**config.mk**
```make
export PLATFORM = sky130hd
export DESIGN_NAME = lhbp_queue
export DESIGN_NICKNAME = d
export VERILOG_FILES = /design/src/sv/lhbp_pkg.sv /design/src/sv/lhbp_queue.sv
export SDC_FILE = /design/constraint.sdc
export NUM_CORES = 1
export LEC_CHECK = 0
export ABC_AREA = 0
export BUFFER_PORTS_ARGS = -buffer_cell sky130_fd_sc_hd__buf_4
export CORE_UTILIZATION = 30
export DETAILED_ROUTE_END_ITERATION = 8
export GPL_TIMING_DRIVEN = 0
export PLACE_DENSITY_LB_ADDON = 0.08
export SYNTH_ARGS = -nofsm -noshare
export SYNTH_HDL_FRONTEND = slang
export SYNTH_SLANG_ARGS = --single-unit
```
**constraint.sdc**
```tcl
create_clock -name clock -period 1.69 [get_ports clock]
set_clock_uncertainty 0.2 [all_clocks]
set_input_delay 0.169 -clock clock [delete_from_list [all_inputs] [get_ports clock]]
set_output_delay 0.169 -clock clock [all_outputs]
set_load 0.01 [all_outputs]
```
**src/sv/lhbp_pkg.sv**
```systemverilog
// ----------------------------------------------------------------------------
// lhbp_pkg
// Shared types, constants and helpers for the local history branch predictor.
// ----------------------------------------------------------------------------
package lhbp_pkg;

   // default sizes of the table and of the branch address
   localparam int DEF_MAX_INDEX_BITS = 10;
   localparam int DEF_ADDRESS_BITS   = 12;

   // index_bits control register
   localparam int               CFG_W     = 4;
   localparam logic [CFG_W-1:0] CFG_RESET = 4'd3;

   // per-entry history and counter geometry
   localparam int HIST_W   = 2;
   localparam int CTR_W    = 2;
   localparam int NUM_CTRS = 1 << HIST_W;
   localparam int ROW_W    = NUM_CTRS * CTR_W;

   localparam logic [CTR_W-1:0] CTR_MAX = '1;
   localparam logic [CTR_W-1:0] CTR_MIN = '0;

   // word address offset of a byte address
   localparam int ADDR_SHIFT = 2;

   // entries in the queue between front and back, power of two
   localparam int QUEUE_DEPTH = 2;

   // back end sequencer
   typedef enum logic [1:0] {
      ST_CLEAR,
      ST_IDLE,
      ST_READ
   } back_state_type;

   // queue occupancy seen by both sides
   typedef struct packed {
      logic full;
      logic empty;
   } queue_status_type;

   // saturating 2-bit counter step
   function automatic logic [CTR_W-1:0] ctr_update(input logic [CTR_W-1:0] ctr,
                                                   input logic             taken);
      logic [CTR_W-1:0] result;
      result = ctr;
      if (taken) begin
         if (ctr != CTR_MAX) result = ctr + 1'b1;
      end else begin
         if (ctr != CTR_MIN) result = ctr - 1'b1;
      end
      return result;
   endfunction

endpackage

```
**src/sv/lhbp_queue.sv**
```systemverilog
// ----------------------------------------------------------------------------
// lhbp_queue
// Small FIFO that decouples the request front end from the table back end.
// ----------------------------------------------------------------------------
module lhbp_queue #(
   parameter int WIDTH = 11,
   parameter int DEPTH = 2
) (
   input  logic                        clock,
   input  logic                        reset,
   input  logic                        push,
   input  logic [WIDTH-1:0]            push_data,
   input  logic                        pop,
   output logic [WIDTH-1:0]            head_data,
   output lhbp_pkg::queue_status_type  status
);
   import lhbp_pkg::*;

   localparam int PTR_W = (DEPTH > 1) ? $clog2(DEPTH) : 1;
   localparam int CNT_W = $clog2(DEPTH + 1);

   logic [WIDTH-1:0] slots_ff [DEPTH];
   logic [PTR_W-1:0] wr_ptr_ff, wr_ptr_in;
   logic [PTR_W-1:0] rd_ptr_ff, rd_ptr_in;
   logic [CNT_W-1:0] count_ff, count_in;
   logic             do_push, do_pop;

   // occupancy flags
   assign status.full  = (count_ff == CNT_W'(DEPTH));
   assign status.empty = (count_ff == '0);

   assign do_push = push && !status.full;
   assign do_pop  = pop && !status.empty;

   // pointer and count next values
   always_comb begin
      wr_ptr_in = wr_ptr_ff;
      rd_ptr_in = rd_ptr_ff;
      count_in  = count_ff;
      if (do_push) wr_ptr_in = PTR_W'(wr_ptr_ff + 1'b1);
      if (do_pop)  rd_ptr_in = PTR_W'(rd_ptr_ff + 1'b1);
      if (do_push && !do_pop) count_in = CNT_W'(count_ff + 1'b1);
      if (do_pop && !do_push) count_in = CNT_W'(count_ff - 1'b1);
   end

   always_ff @(posedge clock) begin
      if (reset) begin
         wr_ptr_ff <= '0;
         rd_ptr_ff <= '0;
         count_ff  <= '0;
      end else begin
         wr_ptr_ff <= wr_ptr_in;
         rd_ptr_ff <= rd_ptr_in;
         count_ff  <= count_in;
      end
   end

   // slot storage
   always_ff @(posedge clock) begin
      if (do_push) slots_ff[wr_ptr_ff] <= push_data;
   end

   assign head_data = slots_ff[rd_ptr_ff];

endmodule

```
# Yosys cells after proc, flatten, opt, wreduce, memory -nomap -nowiden
# Memory sizes are Yosys's and may differ from the RTL's. A register that Yosys moved wholly into a read port is not among the register bits.
# Cells that the tools add are included.
[word_totals]
ff_bits = 4
ram_bits = 22
input_bits = 15
output_inout_bits = 13
wordCells = 25
mem_count = 1
[classes]
addsub = 4
eq_ne = 1
muxes = 6
n_reduce_logical = 10
[memory_table]
columns = ["name", "words", "word_bits", "rd", "rd_clocked_by_memory_dff", "wr", "line_no", "text"]
rows = [
  ["slots_ff", 2, 11, 1, 1, 1, "lhbp_queue.sv:22", "logic [WIDTH-1:0] slots_ff [DEPTH];"],
]
[op_table]
columns = ["cell", "count"]
rows = [
  ["logical AND 1 bit", 4],
  ["logical NOT 1 bit", 4],
  ["two-way mux 1 bit", 4],
  ["two-way mux 2 bit", 2],
  ["adder 1 bit, second input constant", 2],
  ["adder 2 x 1 -> 2 bit, second input constant", 1],
  ["== test 2 bit, second input constant", 1],
  ["logical NOT 2 bit", 1],
  ["nonzero test 2 bit", 1],
  ["subtractor 2 x 1 -> 2 bit, second input constant", 1],
]

# Logic depth before layout (Yosys ltp)
[depth]
word_depth = 7
ltp_mapped = 6
ltp_nobuf = 6

# Least setup slack after synthesis
# Ideal clock, no wire load.
[synth_timing]
path_kind = "register to register"
startpoint = "register count_ff[0]"
endpoint = "memory slots_ff[0][0], enable pin"
setup_ns = 0.339
t_arrival_ns = 1.156
required_time_ns = 1.151
setup_slack_ns = -0.005
stages_incl_launch_ff = 5
n_path_buf = 0
synth_period_minus_slack_ns = 1.695
cell_sequence = "dfxtp_1 nand2b_2 inv_2 or3_1 inv_1"
[synth_rtl]
columns = ["element", "line_no", "text"]
rows = [
  ["from (decl)", "lhbp_queue.sv:25", "logic [CNT_W-1:0] count_ff, count_in;"],
  ["from (signal assigned)", "lhbp_queue.sv:54", "count_ff <= count_in;"],
  ["to (decl)", "lhbp_queue.sv:22", ""],
]

==> flow_summary_export.csv <==
group,metric,value,unit
clocking,max-clock-path-buffers,2,
clocking,postCtsSetupBuffers,0,
sta,clock.fmax,610,MHz
sta,layout_setup_ws,0.0496,ns
route,routedWlPerCell,11.6,um
grt,first_global_vias,622,
synthesis,synth_cells,60,
run,cap_violations,0,
critical_path,endpoint_kind,"primary output",
place,place_congestion,0.587,
route,drt-pass1-iter-count,4,
status,status,"completed",
cells_and_area,stdcell_area,1550,um2
sta,fin_crit_sh,97.1,%
cells_and_area,multiInputGateArea,293,um2
route,drtIter0Drc,16,
sta,hold_violations,0,
place,dp_slack,-0.0267,ns
sta,rsz0062_at_grt,"true",
sta,drv_slew,0,
floorplan,dieArea,3610,um2
clocking,cts_tree,"built",
floorplan,rows,20,
sta,worst_pin_slew,0.532,ns
critical_path,critPathLaunchType,"flop",
cells_and_area,fill_cells,289,
floorplan,die_h,60.1,um
clocking,htree_levels,1,
cells_and_area,diodes,0,
cells_and_area,nets,121,
power_and_ir_drop,p_leak,0.607,nW
grt,grt_first_pass_wirelength,2730,um
cells_and_area,drive_gt1_share,51.0,%
cells_and_area,syn_to_final_growth,53.1,%
sta,setup_violations,0,
sta,max-slew-margin-rel,64.6,%
grt,grt.overflow.total,0,
critical_path,cp.arrival,1.27,ns
synthesis,ys_warn_count,0,
clocking,clk_pin_slew,0.13,ns
clocking,root_buffer,"clkbuf_4",
synthesis,ys_seq_area_share,75.1,%
floorplan,die_x,60.1,um
grt,grt_max_degree,17,
clocking,clk_latency,0.32,ns
synthesis,netlist_area,1010,um2
grt,grtUsageTotal,11.1,%
clocking,numCtsBuffers,3,
cells_and_area,seq_area,769,um2
grt,antenna_found_initial,0,
min_path,min_path_type,"input pin to flop",
sta,min_period,1.64,ns
floorplan,boundaryPins,28,
floorplan,initial_core_util,32.4,%
route,route.vias.total,615,
route,drt-total-wl,1710,um
synthesis,avgSynthCellArea,16.9,um2
floorplan,floorplan.core_area,3130,um2
critical_path,path_cells,"buf_8 > mux2_4 > buf_6",
critical_path,cp.required,1.32,ns
route,drc,0,
clocking,clock-sinks,27,
critical_path,cp_top_family,"flip-flops",
synthesis,ys_ff_latch,27,
critical_path,crit_path_max_fanout,5,
synthesis,yosys.cell_types.count,17,
critical_path,max_stage_delay,0.40,ns
place,placed_area,1270,um2
synthesis,synth_fp_nets,76,
route,viasPerCell,4.16,
critical_path,path_class,"flop to primary output",
route,drtAntennaViolNets,0,
power_and_ir_drop,ir_worst_vdd,0.746,mV
power_and_ir_drop,power.density,1340,nW/um2
critical_path,slowest_stage,"dfxtp_4",
place,numPortBuffers,27,
critical_path,path_buf_inv,2,
[cells in the final DEF, fill, tap and decap left out]
| cell type | count |
|---|---|
| buf_6 | 10 |
| o21a_1 | 1 |
| dfxtp_1 | 2 |
| clkinvlp_4 | 1 |
| o21ai_0 | 2 |
| inv_2 | 1 |
| buf_8 | 2 |
| xnor2_1 | 2 |
| a21oi_2 | 1 |
| dfxtp_2 | 1 |
| nand2b_2 | 1 |
| buf_4 | 17 |
| dfxtp_4 | 2 |
| and3_1 | 1 |
| nand2_2 | 1 |
| a21oi_1 | 1 |
| ha_4 | 1 |
| inv_4 | 1 |
| nor2_1 | 4 |
| mux2_4 | 10 |
| edfxtp_1 | 22 |
| clkbuf_4 | 3 |
| or3_1 | 2 |
| dlygate4sd3_1 | 12 |
| mux2_2 | 1 |
| inv_1 | 1 |
| xor2_1 | 1 |
[worst min-delay path: cells and delay by family]
family | cells | cell delay, ns
AO/OA/AOI/OAI | 2 | 0.23
buffers and inverters | 2 | 0.14
[metrics by stage]
stage | setup TNS [ns] | total power [mW] | hold slack, ns | util [%] | instances
floorplan | 0 | 1.30 | 0.0381 | - | 60
global placement | -0.584 | 1.57 | 0.155 | 40.6 | 131
detailed placement | -0.362 | 1.58 | 0.158 | 40.6 | 131
CTS | -0.185 | 1.96 | 0.0376 | 46.6 | 148
global route | -0.146 | 2.23 | 0.0544 | 49.6 | 148
finish | 0 | 2.09 | 0.0509 | 49.6 | 148
[report_power, final]
group / leakage [nW] / switching, mW / internal (mW)
logic: 0.344 / 0.345 / 0.528
clock network: 0.0139 / 0.186 / 0.0904
registers: 0.249 / 0.0687 / 0.867
[path summary, 6_finish.rpt]
kind	startpoint	end	slack, ns	depth (start not counted)
setup / recovery	flop	head_data[5]	0.05	3
hold / removal	push	wr_ptr_ff$_SDFFE_PP0N_	0.05	4
setup reg to reg	count_ff[0]$_SDFFE_PP0P_	count_ff[1]$_SDFFE_PP0P_	0.08	5
hold reg to reg	wr_ptr_ff$_SDFFE_PP0N_	wr_ptr_ff$_SDFFE_PP0N_	0.31	2
[kinds of logic after synthesis]
logic type               share of synthesized area, %
XOR/XNOR                                         2.59
multiplexers                                     12.2
AND/OR/NAND/NOR                                  4.57
adder cells (fa/ha/maj)                          1.23
buffers and inverters                            1.60
flip-flops                                       75.1
AO/OA/AOI/OAI                                    2.72
[cell type report]
class | count | area share, %
Buffer | 1 | 0.968
Clock buffer | 3 | 1.45
Clock inverter | 1 | 0.484
Inverter | 3 | 0.887
Multi-Input combinational cell | 29 | 18.9
Sequential cell | 27 | 49.6
Tap cell | 44 | 3.55
Timing Repair Buffer | 40 | 24.2
[Yosys cell counts, drive strengths merged]
cell type / number / share of area (%)
a21oi: 2 / 0.99
nand2b: 1 / 0.86
inv: 3 / 1.1
o21ai: 2 / 0.99
nor2: 4 / 1.5
mux2: 11 / 12
buf: 1 / 0.49
xor2: 1 / 0.86
or3: 2 / 1.2
o21a: 1 / 0.74
nand2: 1 / 0.37
dfxtp: 5 / 9.9
and3: 1 / 0.62
edfxtp: 22 / 65
xnor2: 2 / 1.7
ha: 1 / 1.2
[registers in the layout, indices dropped and copies added, names as in the netlist, named ones only]
signal and cells:
rd_ptr_ff 1, slots_ff 22, wr_ptr_ff 1, count_ff 2
[routing by layer]
| layer | share of wire (%) | vias up | global-route usage [%] | wire, um |
|---|---|---|---|---|
| met5 | 0 | - | 0 | 0 |
| met4 | 0.93 | 0 | 3.99 | 16 |
| met3 | 4.6 | 2 | 4.55 | 78 |
| met2 | 50 | 16 | 19.3 | 864 |
| met1 | 44 | 288 | 12.0 | 754 |
| li1 | - | 309 | - | - |
[repair_timing]
action,CTS,global route
cloned,1,0
hold endpoints to repair,27,0
hold buffers,12,0
endpoints found under the setup margin,33,11
pin swaps,0,0
gates resized for setup,11,24
Note: power is estimated with default switching activity, not from simulation.
