`src/sv/lhbp_pkg.sv`:
```
// ----------------------------------------------------------------------------
// lhbp_pkg
// Shared types, constants and helpers for the local history branch predictor.
// ----------------------------------------------------------------------------
package lhbp_pkg;

   // default sizes of the table and of the branch address
   localparam int DEF_MAX_INDEX_BITS = 10;
   localparam int DEF_ADDRESS_BITS   = 12;

   // index_bits control register
   localparam int               CFG_W     = 4;
   localparam logic [CFG_W-1:0] CFG_RESET = 4'd3;

   // per-entry history and counter geometry
   localparam int HIST_W   = 2;
   localparam int CTR_W    = 2;
   localparam int NUM_CTRS = 1 << HIST_W;
   localparam int ROW_W    = NUM_CTRS * CTR_W;

   localparam logic [CTR_W-1:0] CTR_MAX = '1;
   localparam logic [CTR_W-1:0] CTR_MIN = '0;

   // word address offset of a byte address
   localparam int ADDR_SHIFT = 2;

   // entries in the queue between front and back, power of two
   localparam int QUEUE_DEPTH = 2;

   // back end sequencer
   typedef enum logic [1:0] {
      ST_CLEAR,
      ST_IDLE,
      ST_READ
   } back_state_type;

   // queue occupancy seen by both sides
   typedef struct packed {
      logic full;
      logic empty;
   } queue_status_type;

   // saturating 2-bit counter step
   function automatic logic [CTR_W-1:0] ctr_update(input logic [CTR_W-1:0] ctr,
                                                   input logic             taken);
      logic [CTR_W-1:0] result;
      result = ctr;
      if (taken) begin
         if (ctr != CTR_MAX) result = ctr + 1'b1;
      end else begin
         if (ctr != CTR_MIN) result = ctr - 1'b1;
      end
      return result;
   endfunction

endpackage

```
`src/sv/lhbp_front.sv`:
```
// ----------------------------------------------------------------------------
// lhbp_front
// Request front end: holds the index_bits register, turns the branch address
// into a table entry index and pushes the transaction into the queue.
// ----------------------------------------------------------------------------
module lhbp_front #(
   parameter int MAX_INDEX_BITS = lhbp_pkg::DEF_MAX_INDEX_BITS,
   parameter int ADDRESS_BITS   = lhbp_pkg::DEF_ADDRESS_BITS
) (
   input  logic                          clock,
   input  logic                          reset,
   input  logic                          req_valid,
   output logic                          req_ready,
   input  logic [ADDRESS_BITS-1:0]       req_branch_address,
   input  logic                          req_taken,
   input  logic                          csr_wr_en,
   input  logic [lhbp_pkg::CFG_W-1:0]    csr_wr_data,
   input  lhbp_pkg::queue_status_type    q_status,
   input  logic                          clearing,
   output logic                          push,
   output logic [MAX_INDEX_BITS:0]       push_data
);
   import lhbp_pkg::*;

   logic [CFG_W-1:0]          index_bits_ff, index_bits_in;
   logic [MAX_INDEX_BITS-1:0] word_idx;
   logic [MAX_INDEX_BITS-1:0] idx_mask;
   logic [MAX_INDEX_BITS-1:0] entry;

   // index_bits register
   always_comb begin
      index_bits_in = index_bits_ff;
      if (csr_wr_en) index_bits_in = csr_wr_data;
   end

   always_ff @(posedge clock) begin
      if (reset) index_bits_ff <= CFG_RESET;
      else       index_bits_ff <= index_bits_in;
   end

   // word address bits, zero above the top of the address
   for (genvar i = 0; i < MAX_INDEX_BITS; i++) begin : g_word
      if (i + ADDR_SHIFT < ADDRESS_BITS) begin : g_bit
         assign word_idx[i] = req_branch_address[i + ADDR_SHIFT];
      end else begin : g_zero
         assign word_idx[i] = 1'b0;
      end
   end

   // low index_bits mask, values above the table size keep every bit
   always_comb begin
      for (int i = 0; i < MAX_INDEX_BITS; i++) begin
         idx_mask[i] = (int'(index_bits_ff) > i);
      end
   end

   assign entry = word_idx & idx_mask;

   // accept into the queue when it is not full and the tables are cleared
   assign req_ready = !q_status.full && !clearing;
   assign push      = req_valid && req_ready;
   assign push_data = {entry, req_taken};

endmodule

```
`config.mk`:
```
export PLATFORM = sky130hd
export DESIGN_NAME = lhbp_front
export DESIGN_NICKNAME = d
export VERILOG_FILES = /design/src/sv/lhbp_pkg.sv /design/src/sv/lhbp_front.sv
export SDC_FILE = /design/constraint.sdc
export NUM_CORES = 1
export LEC_CHECK = 0
export BUFFER_PORTS_ARGS = -buffer_cell sky130_fd_sc_hd__buf_2
export CORE_AREA = 2 2 39 41
export DETAILED_ROUTE_END_ITERATION = 6
export DIE_AREA = 0 0 41 43
export GPL_TIMING_DRIVEN = 0
export PLACE_DENSITY = 0.59
export SYNTH_ARGS = -nofsm -noshare
export SYNTH_HDL_FRONTEND = slang
export SYNTH_SLANG_ARGS = --single-unit
```
`constraint.sdc`:
```
create_clock -name clock -period 1.2 [get_ports clock]
set_input_delay 0.18 -clock clock [delete_from_list [all_inputs] [get_ports clock]]
set_output_delay 0.18 -clock clock [all_outputs]
set_load 0.01 [all_outputs]
```
# Yosys cells after proc, flatten, opt, wreduce, memory -nomap -nowiden
# Cells that the tools add are included.
# word_totals
regBits	4
latch_bits	0
ram_bits	0
mem_bits_ro	0
in_bits	24
mem_count	0
# op_classes
addsub	0
multipliers	0
div	0
n_lt_le_gt_ge	10
eq_ne	0
shifts	0
mux	0
bitwise_logic	1
n_reduce_logical	4
# op_table
op	count
4-bit by 3-bit greater-than comparator with 1-bit output (second input constant)	4
10-bit bitwise AND	1
4-bit by 1-bit greater-than comparator with 1-bit output (second input constant)	2
4-bit by 2-bit greater-than comparator with 1-bit output (second input constant)	2
4-bit greater-than comparator (second input constant)	2
1-bit logical AND	2
1-bit zero test	2

# Depth between registers and ports, before layout
# Gate-level depths: netlist of the first run.
# logic_depth
word_depth	3
mapped_depth	3
ltp_nobuf	2

# Worst setup path before layout of the first run
# No wires, ideal clock.
# synth_timing
kind	flip-flop to output port
start	register index_bits_ff[3]
end	output port push_data[3]
arrival_time_ns	0.806
path_slack_ns	0.214
path_stages_with_launch	4
n_path_buf	1
cell_sequence	dfxtp_1 > buf_2 > nor2_1 > a21boi_0
# synth_between
elab_chain_cells	2
# synth_rtl
item	line_no	text
from (decl)	lhbp_front.sv:25	logic [CFG_W-1:0] index_bits_ff, index_bits_in;
from (signal assigned)	lhbp_front.sv:38	else index_bits_ff <= index_bits_in;
4-bit by 2-bit greater-than comparator with 1-bit output	lhbp_front.sv:53	idx_mask[i] = (int'(index_bits_ff) > i);
10-bit bitwise AND	lhbp_front.sv:57	assign entry = word_idx & idx_mask;
to (decl)	lhbp_front.sv:21	output logic [MAX_INDEX_BITS:0] push_data
# Every way passes these cells.

# Worst setup path after layout of the first run
# layout_timing
start	register index_bits_ff[1]
end	output port push_data[9]
# layout_between
elab_chain_cells	2
# layout_rtl
item	line_no
4-bit greater-than comparator	lhbp_front.sv:53
10-bit bitwise AND	lhbp_front.sv:57
# Every way passes these cells.

==> metrics.yaml, run 1 <==
timing:
  drv_slew: 0
  worst_slack_ns: -0.0275
  hold_viol: 0
  tightest_slew_ns: 0.118
  max_freq_ghz: 0.815
  hold_ws_ns: 0.153
  setup_viol: 2
  rsz0062_at_grt: "yes"
  finalCriticalPeriod_ns: 1.23
  maxSlewHeadroom_pct: 91.9
  skew_ns: 0
  final.period_utilization_pct: 102
power_and_ir_drop:
  ir_worst_vdd_mv: 0.545
  power_density_nw_per_um2: 902
  power.leakage_uw: 0.000270
drt:
  vias: 351
  via_per_inst: 4.18
  drc: 0
  wl_per_cell_um: 9.15
  ant_nets: 0
  drt_iter0_drc: 4
  firstDrtPassIters: 2
  totalWireLength_um: 769
critical_path:
  path_buf_inv: 1
  path_cells: "o311a_1 > buf_2"
  rrSetupSlack_ns: 0.40
  cp_max_fo: 7
  cp.arrival_ns: 1.05
  timing.rr.start: "index_bits_ff[1]"
  slowest_delay_ns: 0.34
  crit_path_top_delay_cell: "dfxtp_2"
  r2r_end: "index_bits_ff[1]"
  start_kind: "register"
  worstPathRequired_ns: 1.02
  reg2reg_depth: 2
  crit_family: "flip-flops"
  endpoint_kind: "output pin"
  path_class: "reg2out"
layout:
  drive_gt1_share_pct: 60.3
  final_cell_area_um2: 480
  regMostFlops: "index_bits_ff"
  antenna_cells: 0
  fin_cells: 84
  area_growth_pct: 73.8
  fillCellCount: 171
  largestRegisters: "index_bits_ff x4"
  largest_register_ffs: 4
  nets: 94
clocking:
  cts_hold_buffers: 0
  clk_path_buf_depth: 2
  clkLatencyLatePin_ns: 0.23
  post-cts-setup-buffers: 0
  cts_tree: "yes"
  cts.reportedPaths.clkPinSlew_ns: 0.04
  clkSinkCount: 4
  cts_root_buffer: "clkbuf_4"
  cts_buffers: 3
  htreeDepth: 1
global_routing:
  grt_pass1_vias: 307
  grt_max_degree: 10
  grt.overflow.total: 0
  grt_pass1_wl_um: 1130
  track_usage_pct: 9.74
  antenna_found_initial: 0
placement:
  placed_cells: 83
  dpl.hpwl_um: 627
  place_area_um2: 457
  globalplace.congestion: 0.612
  io_buffers: 32
synthesis:
  ys_seq_area_share_pct: 29.0
  synth_top_area_cell: "dfxtp_1"
  synth_ff_type: "dfxtp_1"
  ys_async_sr_fraction_pct: 0
  synth-edff-count: 0
  ys_seq_elements: 4
  syn_inst: 35
  ys_top_cells_by_area: "dfxtp_1, nor2b_1, mux2i_1"
  synthesis.nets: 59
  netlist_top_cells_count: "nand2_1, nor2_1, dfxtp_1, nor2b_1"
  yosys_warnings: 0
  yosys.area.top_type_share_pct: 29.0
  synth_cell_types: 16
  syn_area_um2: 277
  syn_area_per_cell_um2: 7.90
die:
  die_x_um: 41
  die_y_um: 43
  start_util_pct: 20.0
  dieArea_um2: 1760
  core_um2: 1380
  rows: 14
  num_io_pins: 37
run:
  drv_cap: 0
worst_hold_path:
  hold_end: "index_bits_ff[2]"
  hold_depth: 2
  worstHoldPathType: "in2reg"
  min_from: "reset"
run_status:
  violations: "setup timing"
  status: "finished, violations left"
==> power breakdown <==
group,internal [uW],switching [uW],leakage [uW]
logic,66.1,48.4,0.000222
registers,142,15.6,0.0000343
clock network,112,50.1,0.0000138
total,319,114,0.000270
==> final cells by class <==
cell class	count	area [um2]	share of cell area, %
clock buffer	3	22.5	4.69
multi-input combinational	28	175	36.5
buffer	1	7.51	1.56
sequential	4	88.8	18.5
timing repair buffer	32	166	34.6
tap	16	20.0	4.17
==> layout by cell type (no fill, tap or decap), drive strengths merged <==
master	count
clkbuf	3
a21oi	1
nor2	5
and2	2
dfxtp	4
o21ai	2
a21boi	2
nor2b	4
o31a	1
o311a	1
nand2	5
a211o	2
mux2i	2
buf	33
o211a	1
==> cell families after synthesis <==
family | count (synthesis) | share of synthesized area, %
DFF | 4 | 29.0
AOI/OAI and AO/OA | 10 | 28.1
and+or+nand+nor | 16 | 27.1
buffers and inverters | 3 | 8.60
muxes | 2 | 7.24
==> layer usage <==
metal	wire (um)	up-vias	global-route usage, %
met1	308	146	9.65
met3	72	0	3.14
met4	0	0	8.00
met2	388	16	15.3
li1	-	189	-
met5	0	-	0
==> through the flow <==
| step | setup slack [ns] | setup TNS, ns | total power (uW) | utilization, % |
|---|---|---|---|---|
| 2_1_floorplan | 0.214 | 0 | 213 | - |
| 4_1_cts | -0.0467 | -0.0994 | 449 | 34.5 |
| 5_1_grt | -0.0760 | -0.299 | 472 | 34.7 |
| 3_3_place_gp | 0.129 | 0 | 276 | 33.0 |
| 3_5_place_dp | 0.114 | 0 | 278 | 33.0 |
| 6_report | -0.0275 | -0.0540 | 434 | 34.7 |
==> repair_timing <==
item	4_1_cts	5_1_grt
gates resized for setup	6	1
endpoints found under the setup margin	8	6
pin swaps	2	0
==> worst max-delay path by stage <==
stage	endpoint	slack (ns)	cells after the start	start
after CTS	push_data[9]	-0.05	2	index_bits_ff[1]
after detailed placement	push_data[2]	0.11	3	index_bits_ff[3]
final	push_data[9]	-0.03	2	index_bits_ff[1]
after global placement	push_data[2]	0.13	3	index_bits_ff[3]
after floorplan	push_data[3]	0.21	3	index_bits_ff[3]
after global routing	push_data[9]	-0.08	2	index_bits_ff[1]
(Power assumes the default switching activity.)
==> inputs of run 2 (changes only) <==
--- a/config.mk
+++ b/config.mk
@@ -6,11 +6,11 @@
 export NUM_CORES = 1
 export LEC_CHECK = 0
 export BUFFER_PORTS_ARGS = -buffer_cell sky130_fd_sc_hd__buf_2
-export CORE_AREA = 2 2 39 41
+export CELL_PAD_IN_SITES_DETAIL_PLACEMENT = 1
+export CELL_PAD_IN_SITES_GLOBAL_PLACEMENT = 1
+export CORE_UTILIZATION = 17
 export DETAILED_ROUTE_END_ITERATION = 6
-export DIE_AREA = 0 0 41 43
-export GPL_TIMING_DRIVEN = 0
-export PLACE_DENSITY = 0.59
+export PLACE_DENSITY = 0.76
 export SYNTH_ARGS = -nofsm -noshare
 export SYNTH_HDL_FRONTEND = slang
 export SYNTH_SLANG_ARGS = --single-unit
==> run 2 against run 1 <==
Compared with the run above:
- the run still ends with setup timing left
- final cell count fell by 1.2%
- combinational power is essentially flat
- global-route usage is 0.91 points higher
- sequential power about the same
- largest cell class unchanged
- register-to-register slack about the same
- sequential share of layout area grew 0.93 points
- core utilization down 3.1 points
==> metrics.yaml, run 2 (synthesis gave the netlist of run 1 again) <==
run_status:
  status: "finished, violations left"
  violations: "setup timing"
power_and_ir_drop:
  p_sw_share_pct: 26.6
  power_density_nw_per_um2: 910
  clock_power_share_pct: 37.6
  p_int_uw: 318
  p_seq_share_pct: 36.0
  power_uw: 434
  switching_power_uw: 115
  power.leakage_uw: 0.000267
  pwr-share-comb_pct: 26.4
  ir_worst_vdd_mv: 0.440
run:
  drv_cap: 0
global_routing:
  grt.overflow.total: 0
  grt_pass1_wl_um: 1420
  grt_pass1_vias: 362
  antenna_found_initial: 0
  track_usage_pct: 10.6
  grt_max_degree: 10
drt:
  drc: 0
  ant_nets: 0
  totalWireLength_um: 873
  via_per_inst: 4.39
  firstDrtPassIters: 2
  wl_per_cell_um: 10.5
  vias: 364
  drt_iter0_drc: 2
die:
  num_io_pins: 37
  start_util_pct: 18.4
  die_x_um: 42.3
  rows: 14
  dieArea_um2: 1790
  core_um2: 1510
  die_y_um: 42.3
layout:
  largestRegisters: "index_bits_ff x4"
  nets: 93
  final_cell_mix: "buf_2, nand2_1, nor2_1"
  layout_commonest_cell: "buf_2"
  antenna_cells: 0
  drive_gt1_share_pct: 59.7
  largest_register_ffs: 4
  area_growth_pct: 72.4
  regMostFlops: "index_bits_ff"
clocking:
  htreeDepth: 1
  cts_tree: "yes"
  cts_buffers: 3
  cts.reportedPaths.clkPinSlew_ns: 0.04
  cts_root_buffer: "clkbuf_4"
  clk_path_buf_depth: 2
  clkSinkCount: 4
  clkLatencyLatePin_ns: 0.23
  cts_hold_buffers: 0
critical_path:
  cp.arrival_ns: 1.06
  crit_start: "index_bits_ff[2]"
  crit_path_top_delay_cell: "dfxtp_4"
  cp_max_fo: 7
  endpoint_kind: "output pin"
  worstPathRequired_ns: 1.02
  timing.rr.start: "index_bits_ff[1]"
  path_cells: "o311a_1 > buf_2"
  start_kind: "register"
  path_buf_inv: 1
  slowest_delay_ns: 0.36
  crit_family: "flip-flops"
  path_class: "reg2out"
timing:
  skew_ns: 0
  tightest_slew_ns: 0.160
  drv_slew: 0
  finalCriticalPeriod_ns: 1.24
  rsz0062_at_grt: "yes"
  final.period_utilization_pct: 103
  maxSlewHeadroom_pct: 89.3
  hold_viol: 0
  setup_viol: 2
  max_freq_ghz: 0.805
  worst_slack_ns: -0.0418
placement:
  globalplace.congestion: 0.630
  dpl.hpwl_um: 680
  post-place-ws_ns: 0.0924
  io_buffers: 31
worst_hold_path:
  min_from: "csr_wr_data[0]"
  worstHoldPathType: "in2reg"
[run 2: cell types whose count changed in the layout (fill, tap and decap cells not counted), sizes merged]
cell,before,now
buf,33,32
[run 2: per-stage QoR]
step	TNS, ns	hold WS [ns]	instances	utilization, %	instance area [um2]
after global routing	-0.373	0.153	83	31.6	477
after detailed placement	0	0.360	79	28.4	428
after global placement	0	0.360	79	28.4	428
after CTS	-0.109	0.144	83	31.4	473
final	-0.0729	0.155	83	31.6	477
after floorplan	0	0.252	35	-	277
[run 2: cell type report]
| class | count | area (um2) |
|---|---|---|
| Clock buffer | 3 | 22.5 |
| Fill cell | 203 | 1030 |
| Multi-Input combinational cell | 28 | 173 |
| Sequential cell | 4 | 92.6 |
| Tap cell | 16 | 20.0 |
| Timing Repair Buffer | 32 | 169 |
[run 2: worst paths after layout]
check	endpoint	slack, ns	cells past startpoint
worst max-delay path	push_data[9]	-0.04	2
worst max register to register	index_bits_ff[1]	0.39	2
worst min-delay path	index_bits_ff[0]	0.15	2
worst min register to register	index_bits_ff[2]	0.56	2
[run 2: power by group through the flow]
| stage | Combinational, uW | Clock, uW | Sequential, uW |
|---|---|---|---|
| floorplan | 63.3 | 0 | 150 |
| global placement | 104 | 0 | 161 |
| detailed placement | 107 | 0 | 161 |
| CTS | 116 | 175 | 158 |
| global route | 127 | 193 | 159 |
| finish | 114 | 163 | 156 |
[run 2: worst reg2reg max path, cell delays in order, from the launching register on]
cell and delay [ns]:
dfxtp_4 0.35, nor2b_1 0.13, a211o_1 0.22
[run 2: routing by layer]
layer  vias up  track usage (%)  part of all wire (%)
met5         -                0                     0
met4         0             9.38                     0
met3         0             1.29                   8.6
met2        19             17.8                    54
met1       160             11.6                    37
li1        185                -                     -
[run 2: repair_timing]
item                                    in CTS  in global routing
gates cloned                                 0                  0
pin swaps                                    1                  2
setup buffers                                1                  0
resized for setup                            8                  3
endpoints found under the setup margin      10                  7
